`config.mk`:
```
export PLATFORM = sky130hd
export DESIGN_NAME = pfld_clip
export DESIGN_NICKNAME = d
export VERILOG_FILES = /design/src/sv/page_framebuffer_line_draw_macros.svh /design/src/sv/pfld_pkg.sv /design/src/sv/pfld_clip.sv
export SDC_FILE = /design/constraint.sdc
export NUM_CORES = 1
export LEC_CHECK = 0
export ABC_AREA = 0
export BUFFER_PORTS_ARGS = -buffer_cell sky130_fd_sc_hd__buf_4
export CAP_MARGIN = 20
export CORE_UTILIZATION = 46
export DETAILED_ROUTE_END_ITERATION = 10
export GPL_TIMING_DRIVEN = 1
export PLACE_DENSITY = 0.72
export SLEW_MARGIN = 25
export SYNTH_ARGS = -nofsm -noshare
export SYNTH_HDL_FRONTEND = slang
export SYNTH_SLANG_ARGS = --single-unit
```
`constraint.sdc`:
```
create_clock -name vclk -period 4.9
set_clock_uncertainty 0.1 [all_clocks]
set_input_delay 0.245 -clock vclk [all_inputs]
set_output_delay 0.245 -clock vclk [all_outputs]
set_load 0.01 [all_outputs]
```
`src/sv/page_framebuffer_line_draw_macros.svh`:
```
// assertion macros used by the frame store top level
`ifndef PAGE_FRAMEBUFFER_LINE_DRAW_MACROS_SVH
`define PAGE_FRAMEBUFFER_LINE_DRAW_MACROS_SVH

// checked outside reset only
`define PFLD_ASSERT(lbl, prop, msg) \
  lbl: assert property (@(posedge clk) disable iff (rst) prop) else $error(msg);

// checked on every edge, reset included
`define PFLD_ASSERT_ALL(lbl, prop, msg) \
  lbl: assert property (@(posedge clk) prop) else $error(msg);

`endif

```
`src/sv/pfld_pkg.sv`:
```
// shared constants, types and helper functions of the page frame store
`default_nettype none

package pfld_pkg;

  localparam int SCREEN_WIDTH  = 128;
  localparam int SCREEN_HEIGHT = 64;
  localparam int PAGE_COUNT    = (SCREEN_HEIGHT + 7) / 8;
  localparam int STORE_BYTES   = SCREEN_WIDTH * PAGE_COUNT;
  localparam int ADDR_W        = $clog2(STORE_BYTES);
  localparam int COL_W         = $clog2(SCREEN_WIDTH);
  localparam int PAGE_W        = (PAGE_COUNT > 1) ? $clog2(PAGE_COUNT) : 1;
  localparam int ROW_W         = $clog2(SCREEN_HEIGHT + 1);
  localparam int CLIP_W        = 18;

  localparam logic [1:0] INK_BLACK  = 2'd0;
  localparam logic [1:0] INK_WHITE  = 2'd1;
  localparam logic [1:0] INK_INVERT = 2'd2;

  typedef enum logic [1:0] {
    REQ_HLINE,
    REQ_VLINE,
    REQ_CLEAR,
    REQ_READ
  } req_t;

  typedef enum logic [2:0] {
    ST_CLEAR,
    ST_IDLE,
    ST_SETUP,
    ST_RUN,
    ST_DRAIN,
    ST_RDWAIT,
    ST_RESP
  } state_t;

  typedef struct packed {
    logic              hit;
    logic [COL_W-1:0]  col_first;
    logic [COL_W-1:0]  col_last;
    logic [PAGE_W-1:0] page_first;
    logic [PAGE_W-1:0] page_last;
    logic [ROW_W-1:0]  row_lo;
    logic [ROW_W-1:0]  row_hi;
  } line_t;

  function automatic logic [ADDR_W-1:0] store_addr(logic [PAGE_W-1:0] page,
                                                    logic [COL_W-1:0] col);
    return ADDR_W'(ADDR_W'(page) * ADDR_W'(SCREEN_WIDTH)) + ADDR_W'(col);
  endfunction

  // bits of one page byte whose rows fall in lo .. hi-1
  function automatic logic [7:0] row_mask(logic [PAGE_W-1:0] page,
                                          logic [ROW_W-1:0] lo,
                                          logic [ROW_W-1:0] hi);
    logic [7:0]  mask;
    logic [15:0] row;
    mask = '0;
    for (int b = 0; b < 8; b++) begin
      row = 16'(16'(page) * 16'd8) + 16'(b);
      mask[b] = (row >= 16'(lo)) && (row < 16'(hi));
    end
    return mask;
  endfunction

  function automatic logic [7:0] paint(logic [7:0] data, logic [7:0] mask,
                                       logic [1:0] code);
    logic [7:0] res;
    case (code)
      INK_WHITE:  res = data | mask;
      INK_BLACK:  res = data & ~mask;
      INK_INVERT: res = data ^ mask;
      default:    res = data;
    endcase
    return res;
  endfunction

endpackage

`default_nettype wire

```
`src/sv/pfld_clip.sv`:
```
// clips a request to the screen and gives its column, page and row ranges
`default_nettype none

module pfld_clip (
  input  wire pfld_pkg::req_t        req_type,
  input  wire logic signed [15:0]    pos_x,
  input  wire logic signed [15:0]    pos_y,
  input  wire logic signed [15:0]    span,
  output pfld_pkg::line_t            line
);

  localparam logic signed [pfld_pkg::CLIP_W-1:0] W_S =
    pfld_pkg::CLIP_W'(pfld_pkg::SCREEN_WIDTH);
  localparam logic signed [pfld_pkg::CLIP_W-1:0] H_S =
    pfld_pkg::CLIP_W'(pfld_pkg::SCREEN_HEIGHT);
  localparam logic signed [pfld_pkg::CLIP_W-1:0] ZERO_S = '0;
  localparam logic signed [pfld_pkg::CLIP_W-1:0] ONE_S  = pfld_pkg::CLIP_W'(1);

  logic signed [pfld_pkg::CLIP_W-1:0] xe, ye, we;
  logic signed [pfld_pkg::CLIP_W-1:0] xend, yend;
  logic signed [pfld_pkg::CLIP_W-1:0] cs, ce, rs, re;
  logic signed [pfld_pkg::CLIP_W-1:0] ce_m1, re_m1, ye_p1;
  logic x_on, y_on;

  assign xe = pfld_pkg::CLIP_W'(pos_x);
  assign ye = pfld_pkg::CLIP_W'(pos_y);
  assign we = pfld_pkg::CLIP_W'(span);

  assign xend = xe + we;
  assign yend = ye + we;

  assign x_on = (xe >= ZERO_S) && (xe < W_S);
  assign y_on = (ye >= ZERO_S) && (ye < H_S);

  assign cs = (xe < ZERO_S) ? ZERO_S : xe;
  assign ce = (xend > W_S) ? W_S : xend;
  assign rs = (ye < ZERO_S) ? ZERO_S : ye;
  assign re = (yend > H_S) ? H_S : yend;

  assign ce_m1 = ce - ONE_S;
  assign re_m1 = re - ONE_S;
  assign ye_p1 = ye + ONE_S;

  always_comb begin
    line = '0;
    case (req_type)
      pfld_pkg::REQ_HLINE: begin
        line.hit        = y_on && (ce > cs);
        line.col_first  = cs[pfld_pkg::COL_W-1:0];
        line.col_last   = ce_m1[pfld_pkg::COL_W-1:0];
        line.page_first = ye[pfld_pkg::PAGE_W+2:3];
        line.page_last  = ye[pfld_pkg::PAGE_W+2:3];
        line.row_lo     = ye[pfld_pkg::ROW_W-1:0];
        line.row_hi     = ye_p1[pfld_pkg::ROW_W-1:0];
      end
      pfld_pkg::REQ_VLINE: begin
        line.hit        = x_on && (re > rs);
        line.col_first  = xe[pfld_pkg::COL_W-1:0];
        line.col_last   = xe[pfld_pkg::COL_W-1:0];
        line.page_first = rs[pfld_pkg::PAGE_W+2:3];
        line.page_last  = re_m1[pfld_pkg::PAGE_W+2:3];
        line.row_lo     = rs[pfld_pkg::ROW_W-1:0];
        line.row_hi     = re[pfld_pkg::ROW_W-1:0];
      end
      pfld_pkg::REQ_READ: begin
        line.hit        = x_on && y_on;
        line.col_first  = xe[pfld_pkg::COL_W-1:0];
        line.col_last   = xe[pfld_pkg::COL_W-1:0];
        line.page_first = ye[pfld_pkg::PAGE_W+2:3];
        line.page_last  = ye[pfld_pkg::PAGE_W+2:3];
      end
      default: begin
        line = '0;
      end
    endcase
  end

endmodule

`default_nettype wire

```
==> results.txt, run 1 <==
The remaining max-slew budget at the tightest pin is 61.6%. The fraction of synthesized cell area taken by the top area cell type came out at 22.0%. The worst stage delay on the critical path came out at 0.41 ns. The class of the most critical setup path is input pin to output port. The combined flip-flop and latch cell area came out at 0 µm².

The data arrival time of the critical path is 4.49 ns. The instance count of the mapped netlist came out at 521. The number of cells on the worst hold path is 3. The wire length reported by the detailed router came out at 12100 µm.

Setup repair after global routing could not meet its margin everywhere. The number of synthesis warnings is 0. The number of global-route vias before repair came out at 4028. The DRC violation count after routing is 0.

The cell repeated most along the worst path is sky130_fd_sc_hd__buf_4. The via count of the routed design came out at 4493. The final-report hold violation count is 0. The post-detailed-placement half-perimeter wirelength came out at 10100 µm.

The congestion estimate from routability-driven global placement came to 0.894. The post-route netlist has 27.7% of its cells at a drive strength greater than 1. The sequential cell area fraction in the yosys report is 0%. After detailed routing, the average wire length per cell comes to 16.3 µm. The worst-case IR drop observed on VDD is 0.0612 mV. The run finished with clean final reports. The number of antenna-violating nets in the routed design is 0. By area the synthesized netlist is led by sky130_fd_sc_hd__ha_1 22%, sky130_fd_sc_hd__nand2b_1 7.1%, sky130_fd_sc_hd__a21oi_1 5.5%, sky130_fd_sc_hd__nor2_1 5.0%, sky130_fd_sc_hd__o21ai_0 3.9%.

STA classifies the critical path endpoint as an output port. The cell count after placement came out at 737. The net count after synthesis came out at 638. The endpoint required time on the critical path came out at 4.55 ns. The die covers 8400 µm². The number of filler instances in the final layout is 703. The cell area after placement came out at 4710 µm². The power consumption came out at 755 µW. Yosys mapped the design onto 75 distinct sky130hd cell types. The largest total area in the synthesized netlist belongs to sky130_fd_sc_hd__ha_1. The initial utilization of the core area, before any placement, comes to 47.6%. The first-pass GRT wire length is 19500 µm. The critical path starts at pos_y[0]. The die height came out at 91.7 µm. The average cell area after synthesis came out at 7.10 µm². The power density normalized to cell area came out at 153 nW/µm². The minimum clock period after layout came out at 4.83 ns. The class of the tightest hold or removal check is input pin to output port. The worst-margin pin slew came out at 0.570 ns. The final net count is 759. The number of detailed-route iterations in the first pass came out at 5. The design has 0 sequential cells. The slowest stage of the critical path belongs to the cell sky130_fd_sc_hd__or3_4. The count of buffers inserted at the top-level ports came out at 85. Setup violations remaining at the end of the flow were counted as 0. The width of the die is 91.7 µm. The worst path uses 98.6% of the clock period. The total global-route track usage is 28.0%. Timing analysis after detailed placement gives a worst setup slack of -0.181 ns. The pin count of the biggest net entering global routing is 20. The total overflow reported by the global router came out at 0.

In this run the worst path has a maximum fanout of 4. The total inserted antenna cells is 0. The critical path ends at line[34]. The critical path startpoint category is an input pin. The core region is 7770 µm². The final standard cell utilization of the core is 63.7%. The count of boundary I/O pins came out at 85.

The critical path goes through buf_4 > ha_2 > fa_2 > buf_4 > xor2_1 > or3_4 > a221oi_4 > o21ai_1 > a211oi_2 > nand4_1 > o31a_1 > or2_2 > ha_1 > nand4_1 > nor2_2 > a21oi_1 > o211ai_1 > a221o_1 > a21oi_2 > a2111oi_2 > a32o_1 > buf_4. The growth of design area from synthesis to finish came out at 33.9%. The final standard cell area without fillers came out at 4950 µm².

The number of standard cells in the final layout excluding fillers is 742. The upper clock frequency limit is 0.207 GHz. The initial antenna violation count is 0. The leakage dissipation is 2.25 nW.

The row count is 32. The max-slew violation count is 0. After the first detailed-routing iteration, the DRC count stood at 221.

The worst path setup slack after routing came out at 0.0679 ns. In the finished layout, the clock tree contains a buffer count of 0. The synthesized area came out at 3700 µm². The detail-routed via count per cell came out at 6.06. The number of maximum-capacitance violations is 0.
-- cells in the final DEF (no fill, tap or decap), types with 7 or more instances in the layout --
master and count:
sky130_fd_sc_hd__a21o_1 19, sky130_fd_sc_hd__o211ai_1 13, sky130_fd_sc_hd__nand3_1 14, sky130_fd_sc_hd__nor2_1 46
sky130_fd_sc_hd__ha_1 60, sky130_fd_sc_hd__nor3_1 7, sky130_fd_sc_hd__buf_4 128, sky130_fd_sc_hd__and2_1 21
sky130_fd_sc_hd__nor2b_1 14, sky130_fd_sc_hd__nand4_1 10, sky130_fd_sc_hd__o21a_1 8, sky130_fd_sc_hd__xor2_1 11
sky130_fd_sc_hd__a21oi_1 36, sky130_fd_sc_hd__xnor2_1 11, sky130_fd_sc_hd__inv_1 17, sky130_fd_sc_hd__nand2_1 26
sky130_fd_sc_hd__o21ai_0 24, sky130_fd_sc_hd__nand2b_1 42
-- area by class of cell --
| class | instances | area (µm²) | area share, % |
|---|---|---|---|
| inverters | 18 | 67.6 | 1.36 |
| multi-input cells | 491 | 3760 | 76.0 |
| repair buffers | 131 | 995 | 20.1 |
| well taps | 102 | 128 | 2.58 |
-- Yosys cell counts, types with 3 or more instances --
cell	instances
sky130_fd_sc_hd__nand2b_1	42
sky130_fd_sc_hd__o32ai_1	4
sky130_fd_sc_hd__o21a_1	8
sky130_fd_sc_hd__nand2_1	26
sky130_fd_sc_hd__inv_1	17
sky130_fd_sc_hd__o2111a_1	3
sky130_fd_sc_hd__o21bai_1	3
sky130_fd_sc_hd__nor2b_1	15
sky130_fd_sc_hd__o22ai_1	4
sky130_fd_sc_hd__a211o_1	6
sky130_fd_sc_hd__or3_1	5
sky130_fd_sc_hd__ha_1	65
sky130_fd_sc_hd__o31ai_1	4
sky130_fd_sc_hd__a21oi_1	41
sky130_fd_sc_hd__xor2_1	11
sky130_fd_sc_hd__o311a_1	3
sky130_fd_sc_hd__o31a_1	3
sky130_fd_sc_hd__nor3_1	10
sky130_fd_sc_hd__or2_2	3
sky130_fd_sc_hd__and4_1	4
sky130_fd_sc_hd__a21o_1	19
sky130_fd_sc_hd__nand4_1	10
sky130_fd_sc_hd__o211ai_1	13
sky130_fd_sc_hd__nor2_1	49
sky130_fd_sc_hd__a31oi_1	4
sky130_fd_sc_hd__nor4_1	5
sky130_fd_sc_hd__a221o_1	3
sky130_fd_sc_hd__and2_1	21
sky130_fd_sc_hd__clkbuf_1	7
sky130_fd_sc_hd__o21ai_0	29
sky130_fd_sc_hd__xnor2_1	11
sky130_fd_sc_hd__nand3_1	14
sky130_fd_sc_hd__a211oi_1	6
-- power breakdown --
part / total [mW] / switching, mW / internal, mW
logic: 0.755 / 0.397 / 0.358
clock network: 0 / 0 / 0
registers: 0 / 0 / 0
total: 0.755 / 0.397 / 0.358
-- metal layers --
layer | GRT usage [%] | vias to the layer above | wire length (µm)
li1 | - | 2231 | -
met1 | 37.9 | 2029 | 5460
met2 | 47.2 | 208 | 5450
met3 | 1.49 | 25 | 792
met4 | 9.26 | 0 | 388
met5 | 0 | - | 0
-- worst min path at each step --
stage | end | slack, ns | startpoint
after global routing | line[32] | 0.74 | pos_x[5]
after CTS | line[29] | 0.73 | pos_x[2]
after global placement | line[30] | 0.72 | pos_x[3]
after floorplan | line[0] | 0.50 | pos_y[0]
final | line[33] | 0.73 | pos_x[6]
after detailed placement | line[29] | 0.73 | pos_x[2]
-- critical path: cells and delay by family --
kind / cells / cell delay (ns)
AO/OA/AOI/OAI: 10 / 1.83
XOR/XNOR: 1 / 0.14
adder cells (fa/ha/maj): 3 / 0.86
buffers and inverters: 3 / 0.41
AND/OR/NAND/NOR: 5 / 1.00
-- stage by stage --
step	setup TNS (ns)	hold slack (ns)
final	0	0.732
after CTS	0	0.727
after global placement	-0.0420	0.724
after global routing	-0.0912	0.743
after floorplan	0	0.498
after detailed placement	-0.181	0.729
-- logic make-up after synthesis --
kind of cell	Yosys count	synth area share (%)
and+or+nand+nor	219	33.1
AOI/OAI and AO/OA	179	33.9
xor gates and xnor gates	23	5.65
adders and majority gates	67	23.1
muxes	3	0.846
buffers and inverters	30	3.52
-- timing repair --
item | in CTS | in global routing
setup endpoints to repair | 1 | 1
setup buffers | 3 | 2
hold buffers | 0 | 0
resized for setup | 20 | 25
pin swaps | 10 | 26
Power figures use the tool's default switching activity.
==> inputs of run 2 (changes only) <==
==> constraint.sdc (replaced) <==
create_clock -name vclk -period 4.9
set_clock_uncertainty 0.1 [all_clocks]
set_input_delay 0.245 -clock vclk [all_inputs]
set_output_delay 0.245 -clock vclk [all_outputs]
set_load 0.05 [all_outputs]
==> run 2 against run 1 <==
Net effect: die area did not move; combinational power is 13% higher; setup slack better by 0.0047 ns; utilization grew 1.3 points; clock-buffer cell count stayed put; sequential share of layout area unchanged; maximum frequency hardly changed; critical path type unchanged; largest power group unchanged; critical path depth down 1.
==> results.txt, run 2 (same netlist as run 1, synthesis figures left out) <==
Setup repair after global routing could not meet its margin everywhere. The post-detailed-placement half-perimeter wirelength is 10300 µm. The routed design has 12700 µm of wire. The clock buffers instantiated in the layout total 0. The congestion estimate from routability-driven global placement came to 0.915. The count of hold-fix buffers inserted at cts came out at 0. After filler insertion, the fill cell instance count of the layout stands at 710. The number of standard cells in the final layout excluding fillers is 751.

The worst setup path is captured at an output port. The pin count of the biggest net entering global routing is 20. The number of detailed-route iterations in the first pass came out at 5. The DRC violation count after routing is 0. The final routed wire length divided by cell count came out at 16.9 µm.

The net load switching power came out at 478 µW. The flow ran to the end, and the final reports show no timing, DRC or antenna violations. For this run the aggregate overflow at the end of global routing stands at 0.

The top cell types in the final layout, fill and taps aside, are 136 x sky130_fd_sc_hd__buf_4, 59 x sky130_fd_sc_hd__ha_1, 47 x sky130_fd_sc_hd__nor2_1. The upper clock frequency limit came out at 0.207 GHz. The number of maximum-capacitance violations came out at 0. The starting density of the core came out at 47.6%. The endpoint required time on the critical path is 4.55 ns.

The growth of design area from synthesis to finish came out at 36.5%. The critical path startpoint category is an input pin. The worst hold path begins at pos_y[6]. Hold timing on the final database bottoms out at a slack of 0.817 ns. The count of boundary I/O pins is 85. The first-pass GRT wire length came out at 20000 µm.

The combined flip-flop and latch cell area came out at 0 µm². The worst-margin pin slew came out at 0.528 ns. The power consumption came out at 853 µW.

For this design the static power due to leakage is 2.30 nW. The final-report hold violation count came out at 0. The final net count is 768. The initial antenna violation count is 0. The part of the total power dissipated in combinational logic is 100.0%. The largest fanout of any net on the critical path came out at 5. The critical path is of the input pin to output port type. The share of final-layout standard cells stronger than drive strength 1 came out at 29.0%. The remaining max-slew budget at the tightest pin came out at 64.4%.

The die area is 8400 µm². The power density normalized to cell area came out at 169 nW/µm². The core footprint is 7770 µm². The cell internal power dissipation came out at 376 µW. Summing over every cut layer, the via total after detailed routing is 4592.

The row count came out at 32. The data arrival time of the critical path came out at 4.48 ns. Tracing the worst setup path back leads to its startpoint at span[0].

In this run, the number of DRC markers left after iteration 0 of detailed routing was 279. The width of the die is 91.7 µm. The library cell used most frequently in the layout, excluding fill and tap cells, is sky130_fd_sc_hd__buf_4. The total global-route track usage is 28.4%. The max-slew violation count is 0. The detail-routed via count per cell is 6.11.

The number of global-route vias before repair came out at 4169. The net switching fraction of the power came out at 56.0%. The number of antenna-violating nets in the routed design is 0. The number of antenna diodes in the final layout is 0. The minimum clock period after layout is 4.83 ns.

The portion of total power attributed to sequential cells came out at 0%. Once placement completed, the tool counted placed cells totaling 744. In this run the worst hold path is classified as input pin to output port. The die height came out at 91.7 µm. Dividing the final minimum period by the clock period gives 98.5%. The count of buffers inserted at the top-level ports is 85. The final count of negative-setup-slack endpoints came out at 0. The number of flip-flops and latches is 0.

The maximum resistive drop on vdd is 0.0662 mV. The clock group share of total power came out at 0%.
==> run 2: worst max-delay path, stage by stage <==
cell                        delay (ns)
sky130_fd_sc_hd__buf_8            0.10
sky130_fd_sc_hd__ha_4             0.16
sky130_fd_sc_hd__fa_2             0.37
sky130_fd_sc_hd__a211oi_4         0.34
sky130_fd_sc_hd__nor4b_4          0.10
sky130_fd_sc_hd__nor4b_4          0.30
sky130_fd_sc_hd__nor4b_4          0.25
sky130_fd_sc_hd__o2111ai_1        0.15
sky130_fd_sc_hd__and4bb_2         0.38
sky130_fd_sc_hd__a21oi_4          0.09
sky130_fd_sc_hd__nor3_2           0.11
sky130_fd_sc_hd__ha_1             0.26
sky130_fd_sc_hd__a21o_1           0.16
sky130_fd_sc_hd__a21o_1           0.16
sky130_fd_sc_hd__a21oi_2          0.12
sky130_fd_sc_hd__o211ai_1         0.11
sky130_fd_sc_hd__a221o_1          0.37
sky130_fd_sc_hd__a21oi_2          0.13
sky130_fd_sc_hd__o32ai_2          0.11
sky130_fd_sc_hd__a32o_2           0.30
sky130_fd_sc_hd__buf_8            0.15
==> run 2: final cells by class <==
| class | count | area, µm² | area share [%] |
|---|---|---|---|
| Timing Repair Buffer | 140 | 1070 | 21.3 |
| Multi-Input combinational cell | 491 | 3780 | 74.9 |
| Inverter | 18 | 67.6 | 1.34 |
| Tap cell | 102 | 128 | 2.53 |
==> run 2: worst paths after layout <==
check  cells past startpoint        to
min                        3  line[13]
max                       21  line[34]
==> run 2: stage by stage <==
step	worst slack [ns]	cell area [µm²]	util, %	setup TNS [ns]
6_report	0.0726	5050	65.0	0
5_1_grt	-0.130	5050	65.0	-0.130
4_1_cts	0.000806	4850	62.5	0
3_5_place_dp	-0.194	4760	61.3	-0.194
3_3_place_gp	-0.0764	4760	61.3	-0.0764
2_1_floorplan	0.0530	3700	-	0
==> run 2: routing by layer <==
layer / wire, µm / vias to the layer above / part of all wire [%] / track usage [%]
met4: 388 / 0 / 3.1 / 9.66
met1: 5640 / 2125 / 45 / 38.5
li1: - / 2250 / - / -
met5: 0 / - / 0 / 0
met3: 762 / 31 / 6.0 / 1.74
met2: 5880 / 186 / 46 / 47.6
==> run 2: power by group through the flow <==
stage                     logic (mW)  registers, mW  clock network, mW
after floorplan                0.517              0                  0
after global placement         0.762              0                  0
after detailed placement       0.779              0                  0
final                          0.853              0                  0
after CTS                      0.802              0                  0
after global routing           0.925              0                  0
==> run 2: what timing repair did <==
item,CTS,global route
setup buffers,2,5
endpoints found under the setup margin,1,1
pin swaps,12,36
resized for setup,17,37
gates cloned,0,0
